<file path="src/rtl/code_lock_with_display_scan_top_defines.svh">
// assertion macros for the code lock top level
// no dependencies; included by files that carry concurrent checks
`ifndef CODE_LOCK_WITH_DISPLAY_SCAN_TOP_DEFINES_SVH
`define CODE_LOCK_WITH_DISPLAY_SCAN_TOP_DEFINES_SVH

// same-cycle implication, disabled during reset
`define CLDS_ASSERT_NOW(label, clk, rst_n, ante, cons, msg) \
    label: assert property (@(posedge clk) disable iff (!(rst_n)) (ante) |-> (cons)) \
        else $error(msg);

// next-cycle implication, disabled during reset
`define CLDS_ASSERT_NEXT(label, clk, rst_n, ante, cons, msg) \
    label: assert property (@(posedge clk) disable iff (!(rst_n)) (ante) |=> (cons)) \
        else $error(msg);

`endif

</file>
<file path="src/rtl/clds_pkg.sv">
// shared types, constants and tables for the code lock with display scan
// no dependencies
package clds_pkg;

    localparam int DEFAULT_CODE_DIGITS = 6;
    localparam int DISPLAY_COUNT       = 6;
    localparam int DISP_W              = 3;
    localparam int SEG_W               = 8;
    localparam int KEY_W               = 4;
    localparam int PERIOD_W            = 8;
    localparam int S_TDATA_W           = 8;
    localparam int M_TDATA_W           = 24;

    typedef logic [SEG_W-1:0]  seg_t;
    typedef logic [DISP_W-1:0] disp_t;

    localparam seg_t BLANK_PATTERN = 8'hFF;
    localparam logic [PERIOD_W-1:0] REFRESH_RESET = 8'd10;

    localparam disp_t DISP_FIRST = 3'd0;
    localparam disp_t DISP_BANK_HIGH = 3'd3;
    localparam disp_t DISP_LAST = 3'(DISPLAY_COUNT - 1);

    localparam logic REQ_TICK = 1'b0;
    localparam logic REQ_KEY  = 1'b1;

    typedef enum logic [1:0] {
        EV_NONE,
        EV_STORED,
        EV_OPENED,
        EV_WRONG
    } lock_event_t;

    // active-low patterns for keys 0..F
    localparam seg_t SEG_TABLE [16] = '{
        8'h40, 8'h79, 8'h24, 8'h30, 8'h19, 8'h12, 8'h02, 8'h78,
        8'h80, 8'h18, 8'h08, 8'h03, 8'h46, 8'h21, 8'h06, 8'h0E
    };

    localparam logic [2:0] EN_FIRST  = 3'b011;
    localparam logic [2:0] EN_SECOND = 3'b101;
    localparam logic [2:0] EN_THIRD  = 3'b110;

    typedef struct packed {
        disp_t      disp;
        logic [2:0] enables;
        logic       bank;
    } scan_status_t;

    typedef struct packed {
        seg_t        segment;
        logic        lock_open;
        logic [2:0]  digits;
        lock_event_t evt;
    } key_status_t;

    function automatic logic [2:0] enable_pattern(input disp_t disp);
        logic [2:0] pattern;
        unique case (disp)
            3'd0, 3'd3: pattern = EN_FIRST;
            3'd1, 3'd4: pattern = EN_SECOND;
            3'd2, 3'd5: pattern = EN_THIRD;
            default:    pattern = EN_FIRST;
        endcase
        return pattern;
    endfunction

endpackage

</file>
<file path="src/rtl/code_lock_with_display_scan_top.sv">
// top level of the code lock with six-display seven-segment scan
// depends on clds_pkg, clds_scan, clds_keypath and the assertion macro header
//
// Each request is either a millisecond tick (s_tuser = 0) or a key press
// (s_tuser = 1, key in s_tdata[3:0]) and gives exactly one result. A request
// enters an input register. When the result register is free or being read,
// the lock and scan state is updated and the result is loaded into a result
// register driving m_tvalid. One request is taken every cycle as long as the
// result side keeps up, the input register and result register being the
// only stages. Six key presses enter a code: an open lock stores it and
// closes, a closed lock opens if it matches the stored one. The user must
// write the display period through cfg_wr_en and cfg_wr_data only while no
// request is in flight, unenforced by the block. No clearing pass follows reset.
`include "code_lock_with_display_scan_top_defines.svh"

module code_lock_with_display_scan_top
    import clds_pkg::*;
#(
    parameter int CODE_DIGITS = DEFAULT_CODE_DIGITS
) (
    input  logic                 aclk,
    input  logic                 aresetn,
    input  logic                 cfg_wr_en,
    input  logic [PERIOD_W-1:0]  cfg_wr_data,
    input  logic                 s_tvalid,
    output logic                 s_tready,
    input  logic [S_TDATA_W-1:0] s_tdata,   // key_value[3:0], zeros
    input  logic                 s_tuser,   // req_type
    output logic                 m_tvalid,
    input  logic                 m_tready,
    // segment_byte[7:0], middle_bar[8], digit_enables[11:9], bank_select[12],
    // lock_open[13], digits_entered[16:14], lock_event[18:17], zeros
    output logic [M_TDATA_W-1:0] m_tdata
);

    logic             in_valid_reg;
    logic             in_type_reg;
    logic [KEY_W-1:0] in_key_reg;
    logic             out_valid_reg;
    logic [M_TDATA_W-1:0] out_data_reg, out_data_next;
    logic             advance;
    logic             step;
    scan_status_t     scan_status;
    key_status_t      key_status;

    assign advance  = !out_valid_reg || m_tready;
    assign step     = in_valid_reg && advance;
    assign s_tready = !in_valid_reg || advance;

    always_ff @(posedge aclk) begin
        if (!aresetn) begin
            in_valid_reg <= 1'b0;
        end else if (s_tready) begin
            in_valid_reg <= s_tvalid;
        end
    end

    always_ff @(posedge aclk) begin
        if (s_tvalid && s_tready) begin
            in_type_reg <= s_tuser;
            in_key_reg  <= s_tdata[KEY_W-1:0];
        end
    end

    clds_scan u_scan (
        .aclk        (aclk),
        .aresetn     (aresetn),
        .cfg_wr_en   (cfg_wr_en),
        .cfg_wr_data (cfg_wr_data),
        .step        (step),
        .req_type    (in_type_reg),
        .status      (scan_status)
    );

    clds_keypath #(
        .CODE_DIGITS (CODE_DIGITS)
    ) u_keypath (
        .aclk      (aclk),
        .aresetn   (aresetn),
        .step      (step),
        .req_type  (in_type_reg),
        .key_value (in_key_reg),
        .disp      (scan_status.disp),
        .status    (key_status)
    );

    assign out_data_next = {
        5'b00000,
        key_status.evt,
        key_status.digits,
        key_status.lock_open,
        scan_status.bank,
        scan_status.enables,
        key_status.segment[6],
        key_status.segment
    };

    always_ff @(posedge aclk) begin
        if (!aresetn) begin
            out_valid_reg <= 1'b0;
        end else if (advance) begin
            out_valid_reg <= in_valid_reg;
        end
    end

    always_ff @(posedge aclk) begin
        if (step) begin
            out_data_reg <= out_data_next;
        end
    end

    assign m_tvalid = out_valid_reg;
    assign m_tdata  = out_data_reg;

    // input side only stalls behind a held result
    `CLDS_ASSERT_NOW(a_stall_cause, aclk, aresetn, !s_tready, m_tvalid && !m_tready, "input stalled without a held result")
    // a completed code always leaves the entry buffer empty
    `CLDS_ASSERT_NOW(a_evt_clears, aclk, aresetn, m_tvalid && (m_tdata[18:17] != EV_NONE), m_tdata[16:14] == 3'd0, "entry count not cleared after code")
    // storing a code closes the lock, a match opens it
    `CLDS_ASSERT_NOW(a_evt_lock, aclk, aresetn, m_tvalid && (m_tdata[18:17] == EV_STORED || m_tdata[18:17] == EV_OPENED), m_tdata[13] == (m_tdata[18:17] == EV_OPENED), "lock state disagrees with event")
    // an accepted request always reaches the result register
    `CLDS_ASSERT_NEXT(a_step_result, aclk, aresetn, step, m_tvalid, "accepted request produced no result")

endmodule

</file>
<file path="src/rtl/clds_scan.sv">
// display scan: refresh tick counter, active display, bank select, period register
// depends on clds_pkg
module clds_scan
    import clds_pkg::*;
(
    input  logic                aclk,
    input  logic                aresetn,
    input  logic                cfg_wr_en,
    input  logic [PERIOD_W-1:0] cfg_wr_data,
    input  logic                step,
    input  logic                req_type,
    output scan_status_t        status
);

    logic [PERIOD_W-1:0] period_reg;
    logic [PERIOD_W-1:0] tick_reg, tick_next, tick_inc;
    disp_t               disp_reg, disp_next;
    logic                bank_reg, bank_next;

    always_comb begin
        tick_inc  = tick_reg + 8'd1;
        tick_next = tick_reg;
        disp_next = disp_reg;
        bank_next = bank_reg;
        if (req_type == REQ_TICK) begin
            if (tick_inc >= period_reg) begin
                tick_next = '0;
                disp_next = (disp_reg == DISP_LAST) ? DISP_FIRST : disp_reg + 3'd1;
                if (disp_next == DISP_FIRST) begin
                    bank_next = 1'b0;
                end else if (disp_next == DISP_BANK_HIGH) begin
                    bank_next = 1'b1;
                end
            end else begin
                tick_next = tick_inc;
            end
        end
    end

    always_ff @(posedge aclk) begin
        if (!aresetn) begin
            period_reg <= REFRESH_RESET;
            tick_reg   <= '0;
            disp_reg   <= DISP_FIRST;
            bank_reg   <= 1'b0;
        end else begin
            if (cfg_wr_en) begin
                period_reg <= cfg_wr_data;
            end
            if (step) begin
                tick_reg <= tick_next;
                disp_reg <= disp_next;
                bank_reg <= bank_next;
            end
        end
    end

    assign status.disp    = disp_next;
    assign status.enables = enable_pattern(disp_next);
    assign status.bank    = bank_next;

endmodule

</file>
<file path="src/rtl/clds_keypath.sv">
// key path: entry buffer, stored code, lock state and segment select
// depends on clds_pkg
module clds_keypath
    import clds_pkg::*;
#(
    parameter int CODE_DIGITS = DEFAULT_CODE_DIGITS
) (
    input  logic             aclk,
    input  logic             aresetn,
    input  logic             step,
    input  logic             req_type,
    input  logic [KEY_W-1:0] key_value,
    input  disp_t            disp,
    output key_status_t      status
);

    localparam int IDX_W = (CODE_DIGITS > 1) ? $clog2(CODE_DIGITS) : 1;
    localparam int CNT_W = $clog2(CODE_DIGITS + 1);

    seg_t             entry_reg [CODE_DIGITS];
    seg_t             entry_next[CODE_DIGITS];
    seg_t             entry_wr  [CODE_DIGITS];
    seg_t             code_reg  [CODE_DIGITS];
    seg_t             code_next [CODE_DIGITS];
    logic [CNT_W-1:0] count_reg, count_next, count_inc;
    logic             open_reg, open_next;
    logic             mismatch;
    lock_event_t      evt;
    logic [IDX_W+2:0] disp_wide;
    logic [IDX_W-1:0] disp_idx;
    logic [CNT_W+2:0] count_wide;

    always_comb begin
        entry_wr = entry_reg;
        entry_wr[count_reg[IDX_W-1:0]] = SEG_TABLE[key_value];
        count_inc = count_reg + CNT_W'(1);
        mismatch = 1'b0;
        for (int i = 0; i < CODE_DIGITS; i++) begin
            mismatch = mismatch | (entry_wr[i] != code_reg[i]);
        end

        entry_next = entry_reg;
        code_next  = code_reg;
        count_next = count_reg;
        open_next  = open_reg;
        evt        = EV_NONE;
        if (req_type == REQ_KEY) begin
            if (count_inc == CNT_W'(CODE_DIGITS)) begin
                if (open_reg) begin
                    code_next = entry_wr;
                    open_next = 1'b0;
                    evt       = EV_STORED;
                end else if (!mismatch) begin
                    for (int i = 0; i < CODE_DIGITS; i++) begin
                        code_next[i] = BLANK_PATTERN;
                    end
                    open_next = 1'b1;
                    evt       = EV_OPENED;
                end else begin
                    evt = EV_WRONG;
                end
                for (int i = 0; i < CODE_DIGITS; i++) begin
                    entry_next[i] = BLANK_PATTERN;
                end
                count_next = '0;
            end else begin
                entry_next = entry_wr;
                count_next = count_inc;
            end
        end
    end

    always_ff @(posedge aclk) begin
        if (!aresetn) begin
            for (int i = 0; i < CODE_DIGITS; i++) begin
                entry_reg[i] <= BLANK_PATTERN;
                code_reg[i]  <= BLANK_PATTERN;
            end
            count_reg <= '0;
            open_reg  <= 1'b1;
        end else if (step) begin
            entry_reg <= entry_next;
            code_reg  <= code_next;
            count_reg <= count_next;
            open_reg  <= open_next;
        end
    end

    assign disp_wide  = {{IDX_W{1'b0}}, disp};
    assign disp_idx   = disp_wide[IDX_W-1:0];
    assign count_wide = {3'b000, count_next};

    assign status.segment   = (int'(disp) < CODE_DIGITS) ? entry_next[disp_idx]
                                                         : BLANK_PATTERN;
    assign status.lock_open = open_next;
    assign status.digits    = count_wide[2:0];
    assign status.evt       = evt;

endmodule
</file>
<file path="config.mk">
export PLATFORM = sky130hd
export DESIGN_NAME = code_lock_with_display_scan_top
export DESIGN_NICKNAME = d
export VERILOG_FILES = /design/src/rtl/clds_pkg.sv /design/src/rtl/code_lock_with_display_scan_top.sv /design/src/rtl/clds_scan.sv /design/src/rtl/clds_keypath.sv
export VERILOG_INCLUDE_DIRS = /design/src /design/src/rtl
export SDC_FILE = /design/constraint.sdc
export NUM_CORES = 1
export LEC_CHECK = 0
export BUFFER_PORTS_ARGS = -buffer_cell sky130_fd_sc_hd__buf_2
export CORE_UTILIZATION = 45
export CTS_CLUSTER_SIZE = 12
export DETAILED_ROUTE_END_ITERATION = 8
export MAX_ROUTING_LAYER = met4
export SYNTH_ARGS = -nofsm -noshare
export SYNTH_HDL_FRONTEND = slang
export SYNTH_SLANG_ARGS = --single-unit
</file>
<file path="constraint.sdc">
create_clock -name aclk -period 8.3 [get_ports aclk]
set_input_delay 1.66 -clock aclk [delete_from_list [all_inputs] [get_ports aclk]]
set_output_delay 1.66 -clock aclk [all_outputs]
set_load 0.02 [all_outputs]
</file>
==> results of run 1 <==
per-layer routing:
| metal | up-vias | routed length [um] | GRT usage |
|---|---|---|---|
| met2 | 562 | 13630 | 0.4413 |
| li1 | 4297 | - | - |
| met3 | 100 | 2990 | 0.05126 |
| met5 | - | 0 | - |
| met1 | 4349 | 13890 | 0.4328 |
| met4 | 0 | 1403 | 0.1479 |
final timing paths:
| kind | end | slack [ns] | cells past startpoint |
|---|---|---|---|
| min reg2reg | u_scan.period_reg[3] | 0.49 | 2 |
| max reg2reg | u_keypath.code_reg[1] | 3.19 | 11 |
| max | u_keypath.code_reg[1] | 3.19 | 11 |
| min | u_scan.period_reg[3] | 0.49 | 2 |
through the flow:
stage	std cells	utilization	instance area, um^2	hold WS (ns)
2_1_floorplan	1171	-	9211	0.4585
3_5_place_dp	1391	0.4783	9430	0.4852
4_1_cts	1423	0.5102	10060	0.4956
6_report	1423	0.5102	10060	0.4884
3_3_place_gp	1391	0.4783	9430	0.4761
5_1_grt	1423	0.5102	10060	0.5165
report_power, final:
part | total (uW) | switching [uW] | internal [uW]
clock network | 836 | 330 | 506
registers | 765 | 26.3 | 739
logic | 266 | 176 | 89.2
worst min-delay path, delay by kind of cell (launching register included):
kind | cells | cell delay [ns]
flip-flops | 1 | 0.30
AO/OA/AOI/OAI | 1 | 0.08
buffers and inverters | 1 | 0.06
layout make-up:
cell class | instances | area [um^2] | share of cell area
clock buffers | 17 | 425.4 | 0.04228
flip-flops and latches | 145 | 3134 | 0.3115
clock inverters | 15 | 205.2 | 0.02040
well taps | 265 | 331.6 | 0.03296
repair buffers | 58 | 342.8 | 0.03408
inverters | 45 | 168.9 | 0.01679
multi-input cells | 878 | 5453 | 0.5420
cells by family after synthesis:
kind of cell             Yosys count  share of synthesized area
XOR/XNOR                          31                    0.02952
flip-flops                       145                     0.3407
multiplexers                      38                    0.04190
adder cells (fa/ha/maj)           18                    0.02449
AO/OA/AOI/OAI                    398                     0.3037
other                              1                  0.0004078
AND/OR/NAND/NOR                  388                     0.1902
buffers and inverters            148                    0.06911
cells in the mapped netlist (all sizes together) (5+ instances only):
library cell	count
nand3	27
nor2	164
xor2	11
a32oi	5
a211oi	15
dfxtp	122
o221ai	7
nand4	7
nor3	10
and3	6
clkbuf	68
a22oi	6
o31ai	14
and2	14
o32ai	25
nor4	9
a21o	6
mux2i	34
a32o	14
o21a	6
a2bb2oi	7
o22ai	35
ha	18
inv	42
a31oi	63
xnor2	20
a21oi	61
nand2b	9
buf	35
edfxtp	23
nand2	113
or3	5
o21ai	43
o211ai	41
nand3b	7
==> flow_summary_export.csv, run 1 <==
group,metric,value,unit
status,status,"finished clean",
synthesis,ys_top_cells_by_area,"dfxtp_1 (27%), edfxtp_1 (7.5%), nor2_1 (6.7%)",
sta,finClkSkew,0.008881,ns
grt,grt_pass1_wl,49420,um
synthesis,synth_edf_count,23,
finish,diodes,0,
routing,via_per_inst,6.541,
pwr,p_leak,0.003879,uW
grt,grt_use_total,0.3130,
synthesis,avgSynthCellArea,7.880,um^2
critical_path,critPathBufInv,2,
critical_path,arrival,5.47,ns
synthesis,async_flop_share,0,
grt,grt_pass1_vias,8264,
clocking,clk-insertion-delay-late,0.43,ns
placed_design,portBuffers,38,
critical_path,cp_common_cell,"mux2i_1",
critical_path,critPathTopFamily,"simple AND/OR/NAND/NOR gates",
placed_design,gp_congestion,0.9502,
sta,finalHoldViolCount,0,
clocking,cts.repair.resized,0,
synthesis,syn_inst,1167,
sta,rsz0062_at_grt,"false",
die,die_y,145.0,um
pwr,power_density,185.5,nW/um^2
clocking,hold_buffers,0,
critical_path,cp-start-kind,"register",
critical_path,crit_type,"reg2reg",
pwr,peakVddDrop,0.1362,mV
finish,area_delta_synth_final,9.401,%
sta,setup_tns,0,ns
clocking,numCtsBuffers,17,
grt,antenna_found_initial,0,
finish,fillers,1878,
die,dieArea,21010,um^2
sta,layout_setup_ws,3.192,ns
synthesis,yosysWarningCount,0,
job,max-cap-violations,0,
grt,grt_max_degree,79,
clocking,cts_buffer_depth,2,
clocking,cts_tree,"yes",
die,start_util,0.4664,
critical_path,critPathCaptureType,"register",
pwr,totalPowerFinal,1867,uW
min_path,hold_path.class,"reg2reg",
placed_design,dp_hpwl,20900,um
sta,period_minus_slack,5.108,ns
min_path,hp-start,"u_scan.period_reg[3]",
clocking,clock-root-buffer,"clkbuf_16",
synthesis,netlist.area_leader.share,0.2656,
synthesis,synth_flop_cell,"dfxtp_1",
critical_path,r2r-start,"in_key_reg[1]",
synthesis,ys_seq_area_frac,0.3407,
synthesis,ys_seq_elements,145,
finish,final_cell_mix,"nor2_1 (163), dfxtp_1 (121), nand2_1 (113)",
die,die_w,145.0,um
grt,grt_overflow_total,0,
routing,drc,0,
die,num_rows,51,
clocking,cts.sink_count,145,
routing,wl_per_cell,22.43,um
clocking,cts_max_level,4,
sta,worst_pin_slew,1.295,ns
critical_path,slowest_stage,"nor4_1",
sta,max_clock_freq,195.8,MHz
sta,finalCritPeriodShare,0.6155,
finish,final_common_cell,"nor2_1",
die,core,19720,um^2
die,ios,48,
routing,drt_iter0_drc,1275,
clocking,post_cts_buffers,0,
critical_path,cp-startpoint,"in_key_reg[1]",
sta,setup_viol,0,
routing,num_vias,9308,
sta,slew_headroom,0.1366,
finish,finalNetCount,1185,
critical_path,max_stage_delay,0.88,ns
routing,route.final.wire_length,31910,um
synthesis,synth.distinct_cells,79,
synthesis,syn-cell-area,9196,um^2
sta,final-max-slew-violation-count,0,
synthesis,synth_top_area_cell,"dfxtp_1",
routing,ant_nets,0,
critical_path,worstPathMaxFanout,26,
clocking,cts.clk_slew.worst_paths,0.06,ns
critical_path,cp.required,8.66,ns
placed_design,place_ws,2.959,ns
critical_path,cp_cell_sequence,"inv_1 -> ha_1 -> mux2i_1 -> mux2i_1 -> mux2i_1 -> a222oi_1 -> o211ai_1 -> nor4_1 -> nand3_2 -> buf_4 -> a31oi_1",
routing,drtPass1Iterations,6,
finish,drive_above_1_share,0.09672,
Note: power is estimated with default switching activity, not from simulation.
==> run 2, diff against run 1 <==
==> constraint.sdc (replaced) <==
create_clock -name aclk -period 4.3 [get_ports aclk]
set_input_delay 0.86 -clock aclk [delete_from_list [all_inputs] [get_ports aclk]]
set_output_delay 0.86 -clock aclk [all_outputs]
set_load 0.02 [all_outputs]
==> run 2 against run 1 <==
Net effect:
- total power is 90% higher
- die area is the same
- clock-buffer cell count up 3
- clock skew barely moved
- utilization grew 1.3 points
- cell count grew 2.7%
- clock power rose by 83%
- critical endpoint is now u_keypath.code_reg[11]
==> flow_summary_export.csv, run 2 (synthesis results as in run 1) <==
group,metric,value,unit
routing,drt_iter0_drc,1256,
clocking,cts_tree,"yes",
critical_path,arrival,4.27,ns
finish,drive_above_1_share,0.1247,
finish,final_cell_mix,"nor2_1 (163), dfxtp_1 (121), nand2_1 (113)",
grt,antenna_found_initial,1,
grt,grt_max_degree,58,
pwr,p_leak,0.004051,uW
placed_design,gp_congestion,0.9729,
critical_path,crit_type,"reg2reg",
routing,via_per_inst,6.463,
clocking,cts_max_level,4,
die,ios,48,
job,max-cap-violations,0,
finish,fillers,1894,
min_path,hold_path.class,"reg2reg",
routing,wl_per_cell,22.17,um
clocking,cts.sink_count,145,
die,core,19720,um^2
placed_design,dp_hpwl,22310,um
critical_path,cp-start-kind,"register",
routing,ant_nets,0,
clocking,post_cts_buffers,0,
routing,drtPass1Iterations,7,
finish,area_delta_synth_final,12.19,%
die,dieArea,21010,um^2
sta,finClkSkew,0.008967,ns
clocking,cts_buffer_depth,2,
sta,timing.hold.ws,0.4848,ns
clocking,cts.clk_slew.worst_paths,0.07,ns
sta,max_clock_freq,254.9,MHz
sta,slew_headroom,0.2135,
critical_path,critPathTopFamily,"simple AND/OR/NAND/NOR gates",
sta,finalHoldViolCount,0,
grt,grt_pass1_vias,8054,
finish,post-route-util,0.5233,
clocking,numCtsBuffers,17,
placed_design,portBuffers,38,
sta,period_minus_slack,3.923,ns
sta,finalCritPeriodShare,0.9124,
routing,drc,0,
critical_path,worstPathMaxFanout,35,
clocking,hold_buffers,0,
sta,rsz0062_at_grt,"false",
status,status,"finished clean",
grt,grt_overflow_total,0,
pwr,power_density,344.1,nW/um^2
clocking,clk-insertion-delay-late,0.43,ns
die,start_util,0.4664,
critical_path,critPathBufInv,2,
finish,final_common_cell,"nor2_1",
die,num_rows,51,
critical_path,cp.required,4.65,ns
die,die_y,145.0,um
routing,route.final.wire_length,32390,um
sta,final-max-slew-violation-count,0,
finish,finalNetCount,1222,
clocking,clock-root-buffer,"clkbuf_16",
die,die_w,145.0,um
sta,worst_pin_slew,1.180,ns
sta,setup_viol,0,
grt,grt_pass1_wl,49880,um
critical_path,cp_cell_sequence,"inv_1 -> ha_1 -> and3b_1 -> mux2i_1 -> xnor2_1 -> a2111oi_0 -> nand4_1 -> nor4_2 -> nand3_2 -> buf_12 -> a31oi_1",
finish,fin_cells,1461,
placed_design,place_inst,1428,
critical_path,slowest_stage,"nor4_2",
clocking,cts.repair.resized,0,
critical_path,critPathCaptureType,"register",
sta,setup_tns,0,ns
pwr,peakVddDrop,0.2408,mV
critical_path,max_stage_delay,0.49,ns
routing,num_vias,9442,
grt,grt_use_total,0.3151,
## run 2: stage by stage
stage | setup WS [ns] | cell area (um^2) | total power [uW]
3_3_place_gp | 0.4347 | 9721 | 2030
4_1_cts | 0.4377 | 10310 | 3551
5_1_grt | 0.01705 | 10320 | 3665
6_report | 0.3765 | 10320 | 3550
3_5_place_dp | 0.5104 | 9721 | 2030
2_1_floorplan | 1.050 | 9211 | 1847
## run 2: path summary, 6_finish.rpt
kind	start	endpoint	slack, ns	cells after the start
min reg2reg	u_scan.period_reg[3]	u_scan.period_reg[3]	0.48	2
max reg2reg	in_key_reg[0]	u_keypath.code_reg[11]	0.38	11
min	u_scan.period_reg[3]	u_scan.period_reg[3]	0.48	2
max	in_key_reg[0]	u_keypath.code_reg[11]	0.38	11
## run 2: layout make-up
cell class / instances / area (um^2) / share of cell area
Sequential cell: 145 / 3134 / 0.3038
Timing Repair Buffer: 95 / 633.1 / 0.06136
Antenna cell: 1 / 2.502 / 0.0002425
Clock buffer: 20 / 479.2 / 0.04645
Clock inverter: 12 / 115.1 / 0.01116
Inverter: 45 / 168.9 / 0.01637
Multi-Input combinational cell: 878 / 5453 / 0.5285
Tap cell: 265 / 331.6 / 0.03214
## run 2: tightest hold or removal path: stages, from the launching register on
cell and delay [ns]:
dfxtp_1 0.30, inv_1 0.06, o211ai_1 0.07
## run 2: routing by layer
metal	global-route usage	routed length, um	vias up
li1	-	-	4368
met1	0.4414	14160	4444
met2	0.4315	13670	539
met3	0.07704	3382	91
met4	0.1186	1174	0
met5	-	0	-
## run 2: where the power goes
group / switching (uW) / total [uW] / internal [uW]
clock: 653 / 1530 / 876
combinational: 357 / 550 / 193
sequential: 45.5 / 1470 / 1430
total: 1060 / 3550 / 2490
==> run 3, diff against run 2 <==
--- a/config.mk
+++ b/config.mk
@@ -7,6 +7,7 @@
 export NUM_CORES = 1
 export LEC_CHECK = 0
 export BUFFER_PORTS_ARGS = -buffer_cell sky130_fd_sc_hd__buf_2
+export CORE_ASPECT_RATIO = 1.1
 export CORE_UTILIZATION = 45
 export CTS_CLUSTER_SIZE = 12
 export DETAILED_ROUTE_END_ITERATION = 8
==> run 3 against run 2 <==
Net effect:
- the run now ends with DRC left
- highest routed layer unchanged
- hold slack improved by 0.0074 ns
- global-route usage fell by 0.090 points
- via count fell by 2.3%
- critical endpoint is now m_tdata[7]
- sequential cell count did not move
- largest cell class unchanged
- clock power rose by 3%
- critical path depth is 2 lower
- routed wire length is 1.4% lower
==> flow_summary_export.csv, run 3 (synthesis results as in run 1) <==
group,metric,value,unit
clocking,cts_max_level,4,
min_path,hold_path.class,"reg2reg",
critical_path,r2r_end,"m_tdata[7]",
pwr,p_leak,0.003981,uW
pwr,peakVddDrop,0.2819,mV
sta,finalHoldViolCount,0,
min_path,hp-start,"u_scan.period_reg[7]",
placed_design,portBuffers,38,
critical_path,cp.required,4.46,ns
grt,grt_pass1_wl,49220,um
finish,area_delta_synth_final,10.95,%
clocking,cts.repair.resized,0,
sta,setup_viol,0,
sta,rsz0062_at_grt,"false",
critical_path,ff2ff_path_depth,9,
die,die_y,151.9,um
clocking,post_cts_buffers,0,
clocking,hold_buffers,0,
grt,antenna_found_initial,0,
sta,finalCritPeriodShare,0.8856,
die,die_w,138.3,um
critical_path,worstPathMaxFanout,20,
grt,grt_max_degree,68,
critical_path,crit_type,"reg2reg",
min_path,whs_path_depth,2,
die,ios,48,
sta,finClkSkew,0.009372,ns
routing,num_vias,9223,
clocking,cts.clk_slew.worst_paths,0.07,ns
grt,grt_pass1_vias,8207,
routing,drc,8,
placed_design,place_area,9587,um^2
clocking,cts_tree,"yes",
pwr,power_density,350.7,nW/um^2
routing,via_per_inst,6.432,
sta,setup_tns,0,ns
finish,final_common_cell,"nor2_1",
finish,final_cell_mix,"nor2_1 (163), dfxtp_1 (121), nand2_1 (113)",
routing,wl_per_cell,22.28,um
placed_design,gp_congestion,0.9711,
die,dieArea,21010,um^2
die,start_util,0.4614,
clocking,cts_buffer_depth,2,
critical_path,cp-start-kind,"register",
sta,worst_pin_slew,0.8835,ns
clocking,cts.sink_count,145,
critical_path,critPathCaptureType,"register",
die,num_rows,54,
critical_path,r2r-start,"u_keypath.count_reg[1]",
routing,drtPass1Iterations,7,
finish,postLayoutCellArea,10200,um^2
routing,drt_iter0_drc,1252,
finish,post-route-util,0.5119,
sta,period_minus_slack,3.808,ns
routing,route.final.wire_length,31950,um
sta,max_clock_freq,262.6,MHz
grt,grt_use_total,0.3142,
placed_design,place_ws,0.5988,ns
finish,drive_above_1_share,0.1143,
sta,slew_headroom,0.4110,
routing,ant_nets,0,
sta,layout_setup_ws,0.4921,ns
critical_path,r2r_slack,0.49,ns
clocking,clk-insertion-delay-late,0.44,ns
job,max-cap-violations,0,
clocking,numCtsBuffers,17,
grt,grt_overflow_total,0,
sta,final-max-slew-violation-count,0,
status,failed_checks,"DRC",
critical_path,arrival,3.97,ns
status,status,"finished, violations left",
clocking,clock-root-buffer,"clkbuf_16",
finish,finalNetCount,1208,
die,core,19930,um^2
placed_design,dp_hpwl,22140,um
min_path,min_to,"u_scan.period_reg[7]",
run 3: how the worst max path moves through the flow:
stage | from | end | slack, ns | depth (start not counted)
CTS | in_key_reg[1] | u_keypath.code_reg[3] | 0.54 | 11
detailed placement | in_key_reg[1] | u_keypath.code_reg[18] | 0.60 | 11
global route | u_scan.tick_reg[2] | m_tdata[3] | 0.24 | 12
floorplan | u_scan.tick_reg[0] | m_tdata[5] | 1.05 | 11
global placement | u_scan.tick_reg[2] | m_tdata[3] | 0.59 | 12
finish | u_keypath.count_reg[1] | m_tdata[7] | 0.49 | 9
run 3: metal layers:
layer / up-vias / share of wire / global-route usage
li1: 4346 / - / -
met1: 4375 / 0.43 / 0.4122
met3: 86 / 0.072 / 0.04381
met5: - / 0 / -
met4: 0 / 0.040 / 0.1471
met2: 416 / 0.45 / 0.4774
run 3: final cells by class:
type                            instances  area [um^2]
Fill cell                            1906         9728
Multi-Input combinational cell        878         5453
Sequential cell                       145         3134
Timing Repair Buffer                   81        515.5
Clock buffer                           20        456.7
Tap cell                              252        315.3
Inverter                               45        168.9
Clock inverter                         12        157.7
Antenna cell                            1        2.502
run 3: worst max-delay path: stages (launching register included):
cell	delay, ns
dfxtp_1	0.86
inv_1	0.33
ha_1	0.32
nand2_1	0.44
a21oi_1	0.19
o22ai_1	0.33
nor2_1	0.09
mux2_2	0.26
a2111oi_0	0.48
o221ai_1	0.21
run 3: report_power, final:
part	total (uW)	switching, uW	internal, uW
logic	522	339	183
clock network	1580	635	946
registers	1480	49.5	1430
run 3: per-stage QoR:
step | hold slack (ns) | power [uW] | instances
finish | 0.4922 | 3578 | 1434
global placement | 0.4747 | 2010 | 1401
CTS | 0.4965 | 3574 | 1433
detailed placement | 0.4801 | 2012 | 1401
global route | 0.5138 | 3690 | 1433
floorplan | 0.4585 | 1847 | 1171
